==> src/rtl/rbct_pkg.sv <==
package rbct_pkg;

	// operation codes carried on s_tuser
	typedef enum logic [2:0] {
		OP_APPEND     = 3'd0,
		OP_SPEC_START = 3'd1,
		OP_SPEC_BYTE  = 3'd2,
		OP_COMMIT     = 3'd3,
		OP_CLEAR_TAIL = 3'd4,
		OP_REPORT     = 3'd5,
		OP_RESET      = 3'd6,
		OP_READ       = 3'd7
	} op_t;

	localparam int CAP_W  = 13;
	localparam int POS_W  = 12;
	localparam int WRAP_W = 32;
	localparam int BYTE_W = 8;

	// input transaction payload, lowest field in the lowest bits
	typedef struct packed {
		logic [2:0]        pad;
		logic [POS_W-1:0]  read_index;
		logic [WRAP_W-1:0] reader_wrap;
		logic [POS_W-1:0]  reader_tail;
		logic [CAP_W-1:0]  bytes_remaining;
		logic [BYTE_W-1:0] data_byte;
	} in_item_t;

	// result transaction payload, lowest field in the lowest bits
	typedef struct packed {
		logic [5:0]        pad;
		logic [BYTE_W-1:0] read_byte;
		logic              overflow;
		logic [CAP_W-1:0]  free_space;
		logic [WRAP_W-1:0] wrap_total;
		logic [POS_W-1:0]  head_position;
	} out_item_t;

	localparam int IN_DATA_W  = $bits(in_item_t);
	localparam int OUT_DATA_W = $bits(out_item_t);

endpackage

==> src/rtl/rbct_state.sv <==
module rbct_state #(
	parameter int AW = 12
) (
	input  logic                              clk,
	input  logic                              arst_n,
	input  logic                              accept,
	input  rbct_pkg::op_t                     op,
	input  rbct_pkg::in_item_t                item,
	input  logic [rbct_pkg::CAP_W-1:0]        cap,
	output logic [AW-1:0]                     head,
	output logic [rbct_pkg::WRAP_W-1:0]       wrap_total,
	output logic [rbct_pkg::POS_W-1:0]        tail,
	output logic                              tail_known,
	output logic                              mem_we,
	output logic [AW-1:0]                     mem_waddr
);

	localparam int CW = ((AW > rbct_pkg::CAP_W) ? AW : rbct_pkg::CAP_W) + 1;

	logic [AW-1:0]                 head_q, head_d;
	logic [AW-1:0]                 spec_q, spec_d;
	logic [rbct_pkg::WRAP_W-1:0]   wrap_q, wrap_d;
	logic [rbct_pkg::POS_W-1:0]    tail_q, tail_d;
	logic [rbct_pkg::WRAP_W-1:0]   twrap_q, twrap_d;
	logic                          known_q, known_d;
	logic [CW-1:0]                 head_inc;
	logic [CW-1:0]                 spec_inc;
	logic [CW-1:0]                 cap_ext;
	logic                          take_report;

	assign head_inc = CW'(head_q) + CW'(1);
	assign spec_inc = CW'(spec_q) + CW'(1);
	assign cap_ext  = CW'(cap);

	// a reader report replaces the kept tail when it is older or no tail is kept
	assign take_report = !known_q
		|| (item.reader_wrap < twrap_q)
		|| ((item.reader_wrap == twrap_q) && (item.reader_tail < tail_q));

	// next state per operation
	always_comb begin
		head_d    = head_q;
		spec_d    = spec_q;
		wrap_d    = wrap_q;
		tail_d    = tail_q;
		twrap_d   = twrap_q;
		known_d   = known_q;
		mem_we    = 1'b0;
		mem_waddr = head_q;
		case (op)
			rbct_pkg::OP_APPEND: begin
				mem_we = accept;
				if (head_inc >= cap_ext) begin
					head_d = '0;
					wrap_d = wrap_q + rbct_pkg::WRAP_W'(1);
				end else begin
					head_d = head_inc[AW-1:0];
				end
			end
			rbct_pkg::OP_SPEC_START: begin
				spec_d = head_q;
			end
			rbct_pkg::OP_SPEC_BYTE: begin
				mem_we    = accept;
				mem_waddr = spec_q;
				spec_d    = (spec_inc >= cap_ext) ? '0 : spec_inc[AW-1:0];
			end
			rbct_pkg::OP_COMMIT: begin
				if (spec_q < head_q) begin
					wrap_d = wrap_q + rbct_pkg::WRAP_W'(1);
				end
				head_d = spec_q;
			end
			rbct_pkg::OP_CLEAR_TAIL: begin
				known_d = 1'b0;
				tail_d  = '0;
				twrap_d = '0;
			end
			rbct_pkg::OP_REPORT: begin
				if (take_report) begin
					known_d = 1'b1;
					tail_d  = item.reader_tail;
					twrap_d = item.reader_wrap;
				end
			end
			rbct_pkg::OP_RESET: begin
				head_d  = '0;
				wrap_d  = '0;
				known_d = 1'b0;
				tail_d  = '0;
				twrap_d = '0;
			end
			default: begin
			end
		endcase
	end

	// state registers, updated on each accepted transaction
	always_ff @(posedge clk or negedge arst_n) begin
		if (!arst_n) begin
			head_q  <= '0;
			spec_q  <= '0;
			wrap_q  <= '0;
			tail_q  <= '0;
			twrap_q <= '0;
			known_q <= 1'b0;
		end else if (accept) begin
			head_q  <= head_d;
			spec_q  <= spec_d;
			wrap_q  <= wrap_d;
			tail_q  <= tail_d;
			twrap_q <= twrap_d;
			known_q <= known_d;
		end
	end

	assign head       = head_q;
	assign wrap_total = wrap_q;
	assign tail       = tail_q;
	assign tail_known = known_q;

endmodule

==> config.mk <==
export PLATFORM = sky130hd
export DESIGN_NAME = rbct_state
export DESIGN_NICKNAME = d
export VERILOG_FILES = /design/src/rtl/rbct_pkg.sv /design/src/rtl/rbct_state.sv
export SDC_FILE = /design/constraint.sdc
export NUM_CORES = 1
export LEC_CHECK = 0
export BUFFER_PORTS_ARGS = -buffer_cell sky130_fd_sc_hd__buf_2
export CAP_MARGIN = 10
export CORE_UTILIZATION = 45
export DETAILED_ROUTE_END_ITERATION = 10
export GPL_TIMING_DRIVEN = 1
export HOLD_SLACK_MARGIN = 0.1
export MAX_ROUTING_LAYER = met4
export PLACE_DENSITY = 0.71
export SYNTH_ARGS = -nofsm -noshare
export SYNTH_HDL_FRONTEND = slang
export SYNTH_SLANG_ARGS = --single-unit
==> constraint.sdc <==
create_clock -name clk -period 9.4 [get_ports clk]
set_input_delay 0.94 -clock clk [delete_from_list [all_inputs] [get_ports clk]]
set_output_delay 0.94 -clock clk [all_outputs]
set_load 0.05 [all_outputs]
==> impl_results.md <==
- Outcome: finished clean
- Postcts setup bufs: 0
- First-pass iteration count of the detailed router: 5
- RD Place Congestion: 0.870
- Skew-Pair Late Insertion Delay: 350 ps
- Setup Skew: 8.20 ps
- CTS sink count: 101
- Starting density of the core: 46.0%
- Synth Cell Area: 7300 um2
- Synth Register Bits: 101
- Final instance area: 8430 um2
- Max-slew violation count: 0
- Largest area contributor in the netlist: dfrtp_1
- CTS tree: built
- Start point of the worst hold path: wrap_total[13]
- Crit path from: head[2]
- Crit path max-delay family: simple AND/OR/NAND/NOR gates
- CP bufs+invs: 1
- Critical Path Max Stage Delay: 700 ps
- Top post-synthesis cells by area: dfrtp_1 (35%), ha_1 (14%), nand2_1 (6.2%)
- DR vias: 6382
- Clock slew at reported path FFs: 70 ps
- Worst hold path depth: 1
- Syn Nets: 1017
- Main flop type after synthesis: dfrtp_1
- Worst Tran Pin Value: 984 ps
- Final WL: 18300 um
- # rows: 46
- Synthesis-to-finish area growth: 15.5%
- TNS Setup: 0 ps
- Max_slew headroom: 34.1%
- Worst-path maximum fanout: 47
- Leakage: 0.00431 uW
- Max Clk Rate: 207 MHz
- Chip Height: 129 um
- Detail Route Antenna Nets: 0
- Cells after Synth: 835
- DIE AREA: 16700 um2
- Ys Warns: 0
- Unrepaired setup endpoints after global routing: false
- Global-route wire length before repair: 30100 um
- CP Class: reg -> reg
- Hpwl dp: 13300 um
- Final hold vios: 0
- Layout Nets: 1127
- Hold crit path type: reg -> reg
- CP cell instances: nand3_1 > or4_1 > nor3_1 > nand3_1 > xnor2_1 > ha_1 > nand2_1 > or4_1 > o21ai_1 > a211oi_4 > buf_4 > or3_1 > o41ai_1
- Worst path required time: 9630 ps
- Maximum Capacitance Violations: 0
- Die Span X: 129 um
- WL met3: 879 um
- Placed instance count: 1150
- Worst R2R Path Depth: 13
- Tcrit/Tclk final: 51.3%
- Largest net degree at the start of global routing: 73
- CTS-repair resized insts: 0
- Synth cell types: 62
- Area after DPL: 8140 um2
- Slowest cell on crit path: or3_1
- Drt drc: 0
- Core ar.: 15900 um2
- Period minus WS final: 4830 ps
- VDD IR max: 0.000138 V
- DR vias/cell: 5.47
- Buffers added on ports: 132
- Detail Route met2 WL: 8540 um
- Flop2flop setup slack: 4570 ps
- TritonCTS Buffers: 9
- Reg2Reg Launch Point: head[2]
- Worst hold margin: 500 ps
- Avg Cell Area, Syn: 8.74 um2
- Clock buffer depth: 2
- Drt first-iter violations: 315
- WL per Instance: 15.7 um
- Crit. End Element: flop
- Pwr dens: 222 nW/um2
- Root buf cell: clkbuf_16
- Vias in the first global route: 6029
- Layout cells sized above 1: 17.6%
- Count of flip-flops with a built-in enable after synthesis: 0
- IO Pins: 169
- # setup viols final: 0
- Htree depth: 3
- Type of origin of the critical path: flop
- Synth top area share: 34.6%
- Initial antenna violation count: 1
- WHS Endpoint: wrap_total[13]
- Worst R2R End: wrap_total[19]
- Sequential-to-total area share from yosys stat: 34.6%
- Ys async rst share: 100%
- Fin cells: 1167
- Metal-1 WL: 8710 um
- Worst EP arrival: 5060 ps
- Top sig layer: met4
- Aggregate global-route resource usage: 23.5%
- Core Util, Final: 53.1%
- GR Overflow Total: 0
- Hold buffers post-CTS: 0
==> layout make-up <==
cell class              instances  area (um2)
inverters                      76         285
fillers                      1528        7450
clock inverters                 6        61.3
repair buffers                140         723
flip-flops and latches        101        2530
well taps                     216         270
multi-input cells             617        4330
clock buffers                  10         229
diodes                          1        2.50
==> cell usage after synthesis (10+ instances only) <==
cell type  count
ha_1          83
nand3_1       24
o31ai_1       38
dfrtp_1      101
inv_1         76
nand4_1       12
buf_2         10
a21oi_1       45
o21ai_0       39
or4_1         10
and3_1        14
xnor2_1       16
a31oi_1       13
nor2_1        38
nand2_1      121
mux2i_1       43
clkbuf_1      26
==> layer usage <==
metal,up-vias,global-route usage (%)
met1,3010,31.2
met4,0,5.26
met3,11,4.05
met2,135,37.2
met5,-,-
li1,3226,-
==> per-stage QoR <==
stage,power (uW),setup WS (ps)
final,1870,4570
after global routing,2010,4190
after CTS,1890,4560
after detailed placement,1500,4580
after global placement,1480,4640
after floorplan,1280,5160
==> kinds of logic (layout without fill, tap and decap cells) <==
group | after synthesis | count (layout) | share of synthesized area, %
fa+ha+maj | 83 | 83 | 14.2
compound gates | 202 | 202 | 18.6
flops | 101 | 101 | 34.6
mux | 44 | 44 | 6.05
other cells | 0 | 1 | 0
xor+xnor | 21 | 21 | 2.52
buf+inv | 117 | 232 | 6.29
simple gates | 267 | 267 | 17.7
==> flip-flops by register name, summed over array words and instances, names as in the netlist <==
signal      count
twrap_q        32
wrap_total     32
head           12
spec_q         12
tail           12
tail_known      1
==> cells in the final DEF, fill, tap and decap left out, types with 3 or more instances in the layout <==
cell | synthesis | layout
xnor2_1 | 16 | 16
clkbuf_16 | 0 | 9
o2bb2ai_1 | 7 | 7
o21ai_0 | 39 | 39
a211oi_1 | 4 | 3
nand3_1 | 24 | 24
nor2_1 | 38 | 38
o31ai_1 | 38 | 38
nand2b_1 | 7 | 7
nor2b_1 | 5 | 5
a31oi_1 | 13 | 13
a221oi_1 | 4 | 4
o211ai_1 | 3 | 3
inv_1 | 76 | 76
buf_4 | 2 | 9
a21o_1 | 9 | 9
dfrtp_1 | 101 | 101
xor2_1 | 5 | 5
ha_1 | 83 | 83
buf_2 | 10 | 131
nor3_1 | 9 | 9
a22o_1 | 5 | 5
a32oi_1 | 8 | 8
or4_1 | 10 | 10
a21oi_1 | 45 | 45
mux2i_1 | 43 | 43
and2_1 | 3 | 3
and4_1 | 4 | 4
or3_1 | 4 | 4
nand4_1 | 12 | 12
clkinv_2 | 0 | 3
and3_1 | 14 | 14
o22ai_1 | 3 | 3
nor4_1 | 4 | 4
o41ai_1 | 6 | 6
nand2_1 | 121 | 121
==> how the worst max path moves through the flow <==
stage / end / cells past startpoint
after floorplan: wrap_total[23] / 14
after global placement: wrap_total[10] / 13
after detailed placement: wrap_total[19] / 13
after CTS: wrap_total[19] / 13
after global routing: wrap_total[19] / 13
final: wrap_total[19] / 13
==> report_power, final <==
group	internal, uW	switching [uW]	total (uW)
combinational	289	564	853
clock	206	172	378
sequential	542	94.6	637
(Power assumes the default switching activity.)
