**src/rtl/rbct_pkg.sv**
```systemverilog
package rbct_pkg;

	// operation codes carried on s_tuser
	typedef enum logic [2:0] {
		OP_APPEND     = 3'd0,
		OP_SPEC_START = 3'd1,
		OP_SPEC_BYTE  = 3'd2,
		OP_COMMIT     = 3'd3,
		OP_CLEAR_TAIL = 3'd4,
		OP_REPORT     = 3'd5,
		OP_RESET      = 3'd6,
		OP_READ       = 3'd7
	} op_t;

	localparam int CAP_W  = 13;
	localparam int POS_W  = 12;
	localparam int WRAP_W = 32;
	localparam int BYTE_W = 8;

	// input transaction payload, lowest field in the lowest bits
	typedef struct packed {
		logic [2:0]        pad;
		logic [POS_W-1:0]  read_index;
		logic [WRAP_W-1:0] reader_wrap;
		logic [POS_W-1:0]  reader_tail;
		logic [CAP_W-1:0]  bytes_remaining;
		logic [BYTE_W-1:0] data_byte;
	} in_item_t;

	// result transaction payload, lowest field in the lowest bits
	typedef struct packed {
		logic [5:0]        pad;
		logic [BYTE_W-1:0] read_byte;
		logic              overflow;
		logic [CAP_W-1:0]  free_space;
		logic [WRAP_W-1:0] wrap_total;
		logic [POS_W-1:0]  head_position;
	} out_item_t;

	localparam int IN_DATA_W  = $bits(in_item_t);
	localparam int OUT_DATA_W = $bits(out_item_t);

endpackage

```
**src/rtl/rbct_free.sv**
```systemverilog
module rbct_free #(
	parameter int AW = 12
) (
	input  logic [AW-1:0]                  head,
	input  logic [rbct_pkg::POS_W-1:0]     tail,
	input  logic                           tail_known,
	input  logic [rbct_pkg::CAP_W-1:0]     cap,
	output logic [rbct_pkg::CAP_W-1:0]     free_space
);

	localparam int CW = (AW > rbct_pkg::CAP_W) ? AW : rbct_pkg::CAP_W;

	logic [CW-1:0] head_ext;
	logic [CW-1:0] tail_ext;
	logic [CW-1:0] cap_ext;
	logic [CW-1:0] span;
	logic [CW-1:0] free_ext;

	assign head_ext = CW'(head);
	assign tail_ext = CW'(tail);
	assign cap_ext  = CW'(cap);

	// free bytes between committed head and oldest reader tail
	always_comb begin
		span     = '0;
		free_ext = cap_ext;
		if (tail_known) begin
			if (head_ext >= tail_ext) begin
				span     = head_ext - tail_ext;
				free_ext = (span >= cap_ext) ? '0 : cap_ext - span;
			end else begin
				span     = tail_ext - head_ext;
				free_ext = (span > cap_ext) ? cap_ext : span;
			end
		end
	end

	assign free_space = free_ext[rbct_pkg::CAP_W-1:0];

endmodule

```
**config.mk**
```make
export PLATFORM = sky130hd
export DESIGN_NAME = rbct_free
export DESIGN_NICKNAME = d
export VERILOG_FILES = /design/src/rtl/rbct_pkg.sv /design/src/rtl/rbct_free.sv
export SDC_FILE = /design/constraint.sdc
export NUM_CORES = 1
export LEC_CHECK = 0
export BUFFER_PORTS_ARGS = -buffer_cell sky130_fd_sc_hd__buf_2
export CORE_UTILIZATION = 59
export DETAILED_ROUTE_END_ITERATION = 8
export PLACE_DENSITY = 0.85
export SYNTH_ARGS = -nofsm -noshare
export SYNTH_HDL_FRONTEND = slang
export SYNTH_SLANG_ARGS = --single-unit
```
**constraint.sdc**
```tcl
create_clock -name vclk -period 5.95
set_input_delay 0.8925 -clock vclk [all_inputs]
set_output_delay 0.8925 -clock vclk [all_outputs]
set_load 0.03 [all_outputs]
```
==> results.json, run 1 <==
{
  "vias": 2664,
  "clock_buffers": 0,
  "fin_ws_ps": 262,
  "utilization_pct": 67.7,
  "n_fill_cell": 359,
  "drc": 0,
  "design_area_um2": 2730,
  "grt_pass1_vias": 2335,
  "ys_types": 56,
  "tns_ps": 0,
  "path_class": "in -> out",
  "maxCapViolations": 0,
  "cp-end-kind": "output pin",
  "layout.nets": 484,
  "critical_path_required_ps": 5060,
  "hold_violations": 0,
  "dr.first_iter.drc_count": 203,
  "fp.dieH_um": 66.9,
  "cp.arrival_ps": 4800,
  "leakagePower_nw": 1.45,
  "fp-row-count": 23,
  "dieArea_um2": 4470,
  "grt.overflow.total": 0,
  "yosys_warnings": 0,
  "antenna_found_initial": 0,
  "dpl_cell_area_um2": 2710,
  "ios": 51,
  "timing.fmax_ghz": 0.176,
  "syn_inst": 349,
  "syn-num-nets": 440,
  "min_period_ps": 5690,
  "viasPerCell": 6.04,
  "rsz0062_at_grt": "false",
  "total_power_mw": 0.484,
  "tightestPinTransition_ps": 846,
  "relSlewSlack_pct": 43.2,
  "portBuffers": 51,
  "hold_path_class": "in -> out",
  "slew_violations": 0,
  "status": "complete, no violations",
  "drive_gt1_share_pct": 18.9,
  "ir_drop_v": 0.0000522,
  "place_ws_ps": 246,
  "dp.cells": 441,
  "dp_hpwl_um": 5260,
  "grt_pass1_wl_um": 10200,
  "ant_nets": 0,
  "grt_usage_pct": 28.5,
  "path_max_fanout": 12,
  "cp-start-kind": "input port",
  "p_per_area_nw_per_um2": 177,
  "setup_violations": 0,
  "multi_input_area_um2": 2210,
  "syn_to_final_growth_pct": 9.72,
  "place.gp.congestion": 0.907,
  "design.seq.count": 0,
  "synth.avg_cell_area_um2": 7.12,
  "finalWirelength_um": 6250,
  "antenna_cells": 0,
  "syn_area_um2": 2480,
  "stdcell_count": 441,
  "wl_per_cell_um": 14.2,
  "min_period_over_period_pct": 95.6,
  "whs_ps": 2200,
  "seq_area_frac_synth_pct": 0,
  "die_x_um": 66.9,
  "layout.area.seq_um2": 0,
  "start_util_pct": 61.7,
  "dr.pass1.iters": 5,
  "holdBufCountCts": 0,
  "fp.coreArea_um2": 4030,
  "grt_max_degree": 13
}
## timing repair
| action | CTS | global route |
|---|---|---|
| endpoints found under the setup margin | 0 | 12 |
| setup buffers | 0 | 0 |
| gates resized for setup | 0 | 3 |
## final timing paths
check                       from            end  slack, ps  cells after the start
worst max-delay path     tail[0]  free_space[4]        260                     21
worst min-delay path  tail_known  free_space[3]       2200                      3
## cell usage in the layout (no fill, tap or decap), drive strengths merged, types with 2 or more instances in the layout
cell type,instances
a21o,16
a31oi,3
or3,4
o22ai,10
buf,54
a41oi,2
fa,3
nor2,32
inv,46
o211ai,2
nor3,5
xor2,10
o21a,8
and2,3
nand2b,6
nand4,6
o21ai,20
and4,2
o41ai,2
nand3,6
nor2b,5
a211oi,5
o31ai,6
ha,50
a21oi,37
a21boi,3
nand2,19
xnor2,13
## cell usage after synthesis, drive strengths merged, types with 2 or more instances
cell | number | share of area, %
nand2b | 6 | 1.5
nor3 | 5 | 1.5
and4 | 2 | 0.71
nand2 | 19 | 3.2
inv | 46 | 6.9
nor2b | 5 | 1.3
a41oi | 2 | 0.71
nand4 | 6 | 1.5
o22ai | 10 | 2.5
a21o | 16 | 4.9
a21oi | 37 | 7.8
nor2 | 32 | 5.1
buf | 12 | 4.6
ha | 50 | 25
o41ai | 2 | 0.71
xnor2 | 13 | 4.6
or3 | 4 | 1.0
a211oi | 5 | 1.9
o211ai | 2 | 0.81
xor2 | 10 | 3.5
a21boi | 3 | 1.1
a31oi | 3 | 0.76
o21ai | 20 | 4.2
and2 | 3 | 0.81
nand3 | 6 | 1.2
o21a | 8 | 2.5
o31ai | 6 | 2.2
fa | 3 | 2.4
## worst max-delay path, stage by stage
cell and delay, ps:
buf_2 100, inv_1 40, ha_1 180, inv_1 80
fa_1 430, a211oi_2 230, o21ai_1 110, a311o_1 350
a31o_1 240, a21oi_2 150, xnor2_1 110, ha_1 340
nand4_1 140, nor3_2 260, o31ai_1 140, a22oi_2 290
a21boi_2 90, buf_4 180, o22ai_1 180, nor2_1 70
buf_2 170
## logic make-up after synthesis
| family | after synthesis | share of synthesized area (%) |
|---|---|---|
| compound gates | 123 | 33.8 |
| simple gates | 92 | 18.9 |
| buf+inv | 58 | 11.6 |
| fa+ha+maj | 53 | 27.6 |
| xor+xnor | 23 | 8.11 |
## final cells by class
cell class / instances / share of cell area, %
Tap cell: 50 / 2.29
Multi-Input combinational cell: 291 / 81.2
Timing Repair Buffer: 54 / 10.2
Inverter: 46 / 6.33
## per-layer routing
| metal | GRT usage, % | up-vias | wire [um] |
|---|---|---|---|
| li1 | - | 1331 | - |
| met1 | 38.2 | 1211 | 2910 |
| met2 | 49.2 | 104 | 2900 |
| met3 | 1.37 | 18 | 288 |
| met4 | 7.18 | 0 | 151 |
| met5 | 0 | - | 0 |
## where the power goes
| group | switching (mW) | internal [mW] | leakage (nW) |
|---|---|---|---|
| combinational | 0.292 | 0.192 | 1.45 |
| clock | 0 | 0 | 0 |
| sequential | 0 | 0 | 0 |
| total | 0.292 | 0.192 | 1.45 |
No activity file was read; power rests on OpenSTA's default activity.
==> inputs of run 2 (changes only) <==
--- a/config.mk
+++ b/config.mk
@@ -8,6 +8,8 @@
 export BUFFER_PORTS_ARGS = -buffer_cell sky130_fd_sc_hd__buf_2
 export CORE_UTILIZATION = 59
 export DETAILED_ROUTE_END_ITERATION = 8
+export GPL_ROUTABILITY_DRIVEN = 1
+export GPL_TIMING_DRIVEN = 0
 export PLACE_DENSITY = 0.85
 export SYNTH_ARGS = -nofsm -noshare
 export SYNTH_HDL_FRONTEND = slang
==> constraint.sdc (replaced) <==
create_clock -name vclk -period 5.95
set_input_delay 0 -clock vclk [all_inputs]
set_output_delay 0 -clock vclk [all_outputs]
set_load 0.03 [all_outputs]
==> run 2 against run 1 <==
  * Power increased by 1.3%
  * Critical path depth decreased by 1
  * Global-route usage decreased by 1.3 points
  * Combinational power increased by 1%
  * Sequential share of layout area unchanged
  * Final cell count increased by 2.0%
  * Maximum frequency increased by 38%
  * Routed wire length decreased by 2.3%
  * First-iteration DRC count decreased by 23%
  * Die area unchanged
  * Design area increased by 2.8%
  * Clock-buffer cell count unchanged
  * Critical endpoint is now free_space[3]
  * Largest cell class unchanged
==> results.json, run 2 (same netlist as run 1, synthesis figures left out) <==
{
  "vias": 2654,
  "drive_gt1_share_pct": 20.0,
  "place_ws_ps": 1880,
  "slew_violations": 0,
  "portBuffers": 51,
  "grt_pass1_vias": 2270,
  "design.seq.count": 0,
  "rsz0062_at_grt": "false",
  "viasPerCell": 5.90,
  "total_power_mw": 0.490,
  "ant_nets": 0,
  "tns_ps": 0,
  "path_buf_inv": 5,
  "syn_to_final_growth_pct": 12.8,
  "layout.nets": 493,
  "ctsResizeCount": 0,
  "design_area_um2": 2800,
  "ios": 51,
  "status": "complete, no violations",
  "setup_violations": 0,
  "dr.first_iter.drc_count": 156,
  "maxCapViolations": 0,
  "final_common_cell": "buf_2",
  "dieArea_um2": 4470,
  "whs_ps": 425,
  "fin_ws_ps": 1830,
  "hold_path_class": "in -> out",
  "tightestPinTransition_ps": 501,
  "internal_power_mw": 0.199,
  "relSlewSlack_pct": 65.7,
  "dp.cells": 450,
  "clock_buffers": 0,
  "fp.coreArea_um2": 4030,
  "cp.arrival_ps": 4120,
  "layout_common_cells": "53 x buf_2, 50 x ha_1, 46 x inv_1",
  "grt_usage_pct": 27.3,
  "path_max_fanout": 10,
  "grt_max_degree": 11,
  "layout.area.seq_um2": 0,
  "cp_top_family": "compound AO/OA/AOI/OAI gates",
  "post_cts_buffers": 0,
  "wl_per_cell_um": 13.6,
  "start_util_pct": 61.7,
  "switchingPower_mw": 0.291,
  "cp-end-kind": "output pin",
  "grt.overflow.total": 0,
  "slowest_stage": "fa_1",
  "grt_pass1_wl_um": 9710,
  "holdBufCountCts": 0,
  "p_sw_share_pct": 59.4,
  "dpl_cell_area_um2": 2800,
  "place.gp.congestion": 0.907,
  "fp-row-count": 23,
  "finalWirelength_um": 6110,
  "drc": 0,
  "ir_drop_v": 0.0000675,
  "antenna_cells": 0,
  "critPathMaxStageDelay_ps": 440,
  "timing.fmax_ghz": 0.243,
  "path_class": "in -> out",
  "n_fill_cell": 352,
  "pwr-share-comb_pct": 100.0,
  "utilization_pct": 69.6,
  "min_period_ps": 4120,
  "power_frac_seq_pct": 0,
  "critical_path_required_ps": 5950,
  "leakagePower_nw": 1.49,
  "dr.pass1.iters": 4,
  "die_x_um": 66.9,
  "min_period_over_period_pct": 69.2,
  "stdcell_count": 450,
  "fp.dieH_um": 66.9,
  "path_cells": "buf_2 -> inv_1 -> ha_1 -> inv_1 -> fa_1 -> a211oi_2 -> o21ai_1 -> a311o_1 -> a31o_1 -> a21oi_2 -> xnor2_1 -> ha_1 -> and4_1 -> a221oi_1 -> a22oi_1 -> a21boi_2 -> buf_4 -> nor2_1 -> a21oi_1 -> buf_2",
  "antenna_found_initial": 0,
  "dp_hpwl_um": 5240,
  "pwr-share-clk_pct": 0,
  "hold_violations": 0,
  "p_per_area_nw_per_um2": 175,
  "cp-start-kind": "input port"
}
-- run 2: cell count changes in the layout (fill, tap and decap cells not counted), sizes merged --
cell and delta:
buf +9
-- run 2: layout make-up --
type | count | area, um^2 | area share (%)
Buffer | 12 | 115 | 4.11
Inverter | 46 | 173 | 6.16
Multi-Input combinational cell | 291 | 2200 | 78.4
Tap cell | 50 | 62.6 | 2.23
Timing Repair Buffer | 51 | 255 | 9.11
-- run 2: metal layers --
layer | routed length (um) | up-vias | track usage, %
li1 | - | 1351 | -
met1 | 2770 | 1186 | 36.2
met2 | 2910 | 103 | 48.7
met3 | 321 | 14 | 0.685
met4 | 105 | 0 | 5.05
met5 | 0 | - | 0
-- run 2: path summary, 6_finish.rpt --
path	start	end	slack, ps	cells past startpoint
setup / recovery	tail[0]	free_space[3]	1830	20
hold / removal	cap[9]	free_space[9]	430	4
-- run 2: power by group through the flow --
stage	clock network [mW]	registers, mW	logic, mW
detailed placement	0	0	0.482
CTS	0	0	0.484
global route	0	0	0.535
finish	0	0	0.490
global placement	0	0	0.471
floorplan	0	0	0.374
==> inputs of run 3 (changes only) <==
==> constraint.sdc (replaced) <==
create_clock -name vclk -period 3.9
set_input_delay 0 -clock vclk [all_inputs]
set_output_delay 0 -clock vclk [all_outputs]
set_load 0.03 [all_outputs]
==> run 3 against run 2 <==
  * Core utilization grew 5.3 points
  * Setup slack lost 1800 ps
  * Die area is the same
  * Global-route usage grew 0.35 points
  * Routed wire length grew 9.2%
  * Combinational power grew 69%
  * Power grew 68%
  * Sequential cell count is the same
  * Via count grew 4.8%
  * Final cell count grew 1.6%
  * Critical path depth is the same
==> results.json, run 3 (same netlist as run 1, synthesis figures left out) <==
{
  "place.gp.congestion": 0.907,
  "grt.overflow.total": 0,
  "grt_max_degree": 11,
  "critPathMaxStageDelay_ps": 380,
  "portBuffers": 51,
  "leakagePower_nw": 1.57,
  "path_class": "in -> out",
  "clock_buffers": 0,
  "design_area_um2": 3020,
  "start_util_pct": 61.7,
  "path_max_fanout": 5,
  "layout.area.seq_um2": 0,
  "cp-end-kind": "output pin",
  "syn_to_final_growth_pct": 21.4,
  "rsz0062_at_grt": "true",
  "fp.coreArea_um2": 4030,
  "drive_gt1_share_pct": 26.5,
  "hold_path_class": "in -> out",
  "ir_drop_v": 0.000105,
  "drc": 0,
  "tightestPinTransition_ps": 482,
  "utilization_pct": 74.9,
  "fp.dieH_um": 66.9,
  "dr.pass1.iters": 5,
  "fp-row-count": 23,
  "slew_violations": 0,
  "vias": 2782,
  "ios": 51,
  "design.seq.count": 0,
  "p_per_area_nw_per_um2": 274,
  "setup_violations": 0,
  "cp-start-kind": "input port",
  "relSlewSlack_pct": 67.6,
  "finalWirelength_um": 6670,
  "layout_common_cells": "49 x ha_1, 46 x buf_2, 44 x inv_1",
  "cp.arrival_ps": 3820,
  "wl_per_cell_um": 14.6,
  "grt_pass1_wl_um": 9820,
  "slowest_stage": "fa_2",
  "antenna_cells": 0,
  "dp_hpwl_um": 5240,
  "whs_ps": 414,
  "dr.first_iter.drc_count": 229,
  "dp.cells": 450,
  "holdBufCountCts": 0,
  "status": "complete, no violations",
  "dpl_cell_area_um2": 2800,
  "timing.fmax_ghz": 0.262,
  "maxCapViolations": 0,
  "multi_input_area_um2": 2330,
  "ant_nets": 0,
  "min_period_ps": 3820,
  "antenna_found_initial": 0,
  "dieArea_um2": 4470,
  "critical_path_required_ps": 3900,
  "min_period_over_period_pct": 98.0,
  "hold_violations": 0,
  "stdcell_count": 457,
  "grt_pass1_vias": 2282,
  "path_cells": "buf_8 -> inv_4 -> ha_4 -> inv_2 -> fa_2 -> a211oi_2 -> o21ai_1 -> a311o_1 -> a31o_1 -> a21oi_2 -> xnor2_2 -> ha_1 -> and4_1 -> a221oi_2 -> a22oi_2 -> nor3_4 -> nand2_2 -> o22ai_2 -> nor2_1 -> buf_4",
  "viasPerCell": 6.09,
  "final_common_cell": "ha_1",
  "layout.nets": 500,
  "grt_usage_pct": 27.6,
  "crit_end": "free_space[8]",
  "startpoint": "tail[0]",
  "n_fill_cell": 319,
  "tns_ps": 0,
  "die_x_um": 66.9
}
[run 3: cell types whose count changed in the layout (fill, tap and decap cells not counted), sizes merged]
cell,delta
buf,+6
nand2,+1
[run 3: worst min path at each step]
stage	slack [ps]	from	to	cells after the start
finish	410	cap[9]	free_space[9]	4
global route	440	cap[2]	free_space[2]	4
CTS	430	tail_known	free_space[0]	3
detailed placement	430	tail_known	free_space[0]	3
global placement	430	cap[9]	free_space[9]	4
floorplan	180	tail_known	free_space[0]	1
[run 3: metrics by stage]
step | power (mW) | setup slack, ps
after floorplan | 0.570 | 326
after global placement | 0.718 | -160
after detailed placement | 0.736 | -167
after CTS | 0.749 | 51.4
after global routing | 0.895 | -118
final | 0.826 | 77.2
[run 3: layer usage]
metal  GRT usage [%]  vias up  part of all wire, %
met5               0        -                    0
met4            5.32        0                  2.7
met3           0.342       24                  7.0
met2            49.5      141                   48
met1            36.7     1248                   42
li1                -     1369                    -
[run 3: repair_timing]
action,4_1_cts,5_1_grt
endpoints found under the hold margin,0,0
pin swaps,1,19
resized for setup,5,35
cloned,0,1
setup endpoints to repair,12,13
setup buffers,1,5
[run 3: critical path: cells and delay by family]
family	cells	cell delay (ps)
compound gates	8	1780
fa+ha+maj	3	840
simple gates	4	750
buf+inv	4	340
xor+xnor	1	100
[run 3: final cells by class]
| class | instances | share of cell area [%] |
|---|---|---|
| plain buffers | 12 | 3.94 |
| multi-input cells | 292 | 77.3 |
| well taps | 50 | 2.07 |
| repair buffers | 57 | 10.9 |
| inverters | 46 | 5.80 |
[run 3: report_power, final]
part	switching, mW	internal, mW	total [mW]
Clock	0	0	0
Sequential	0	0	0
Combinational	0.481	0.344	0.826
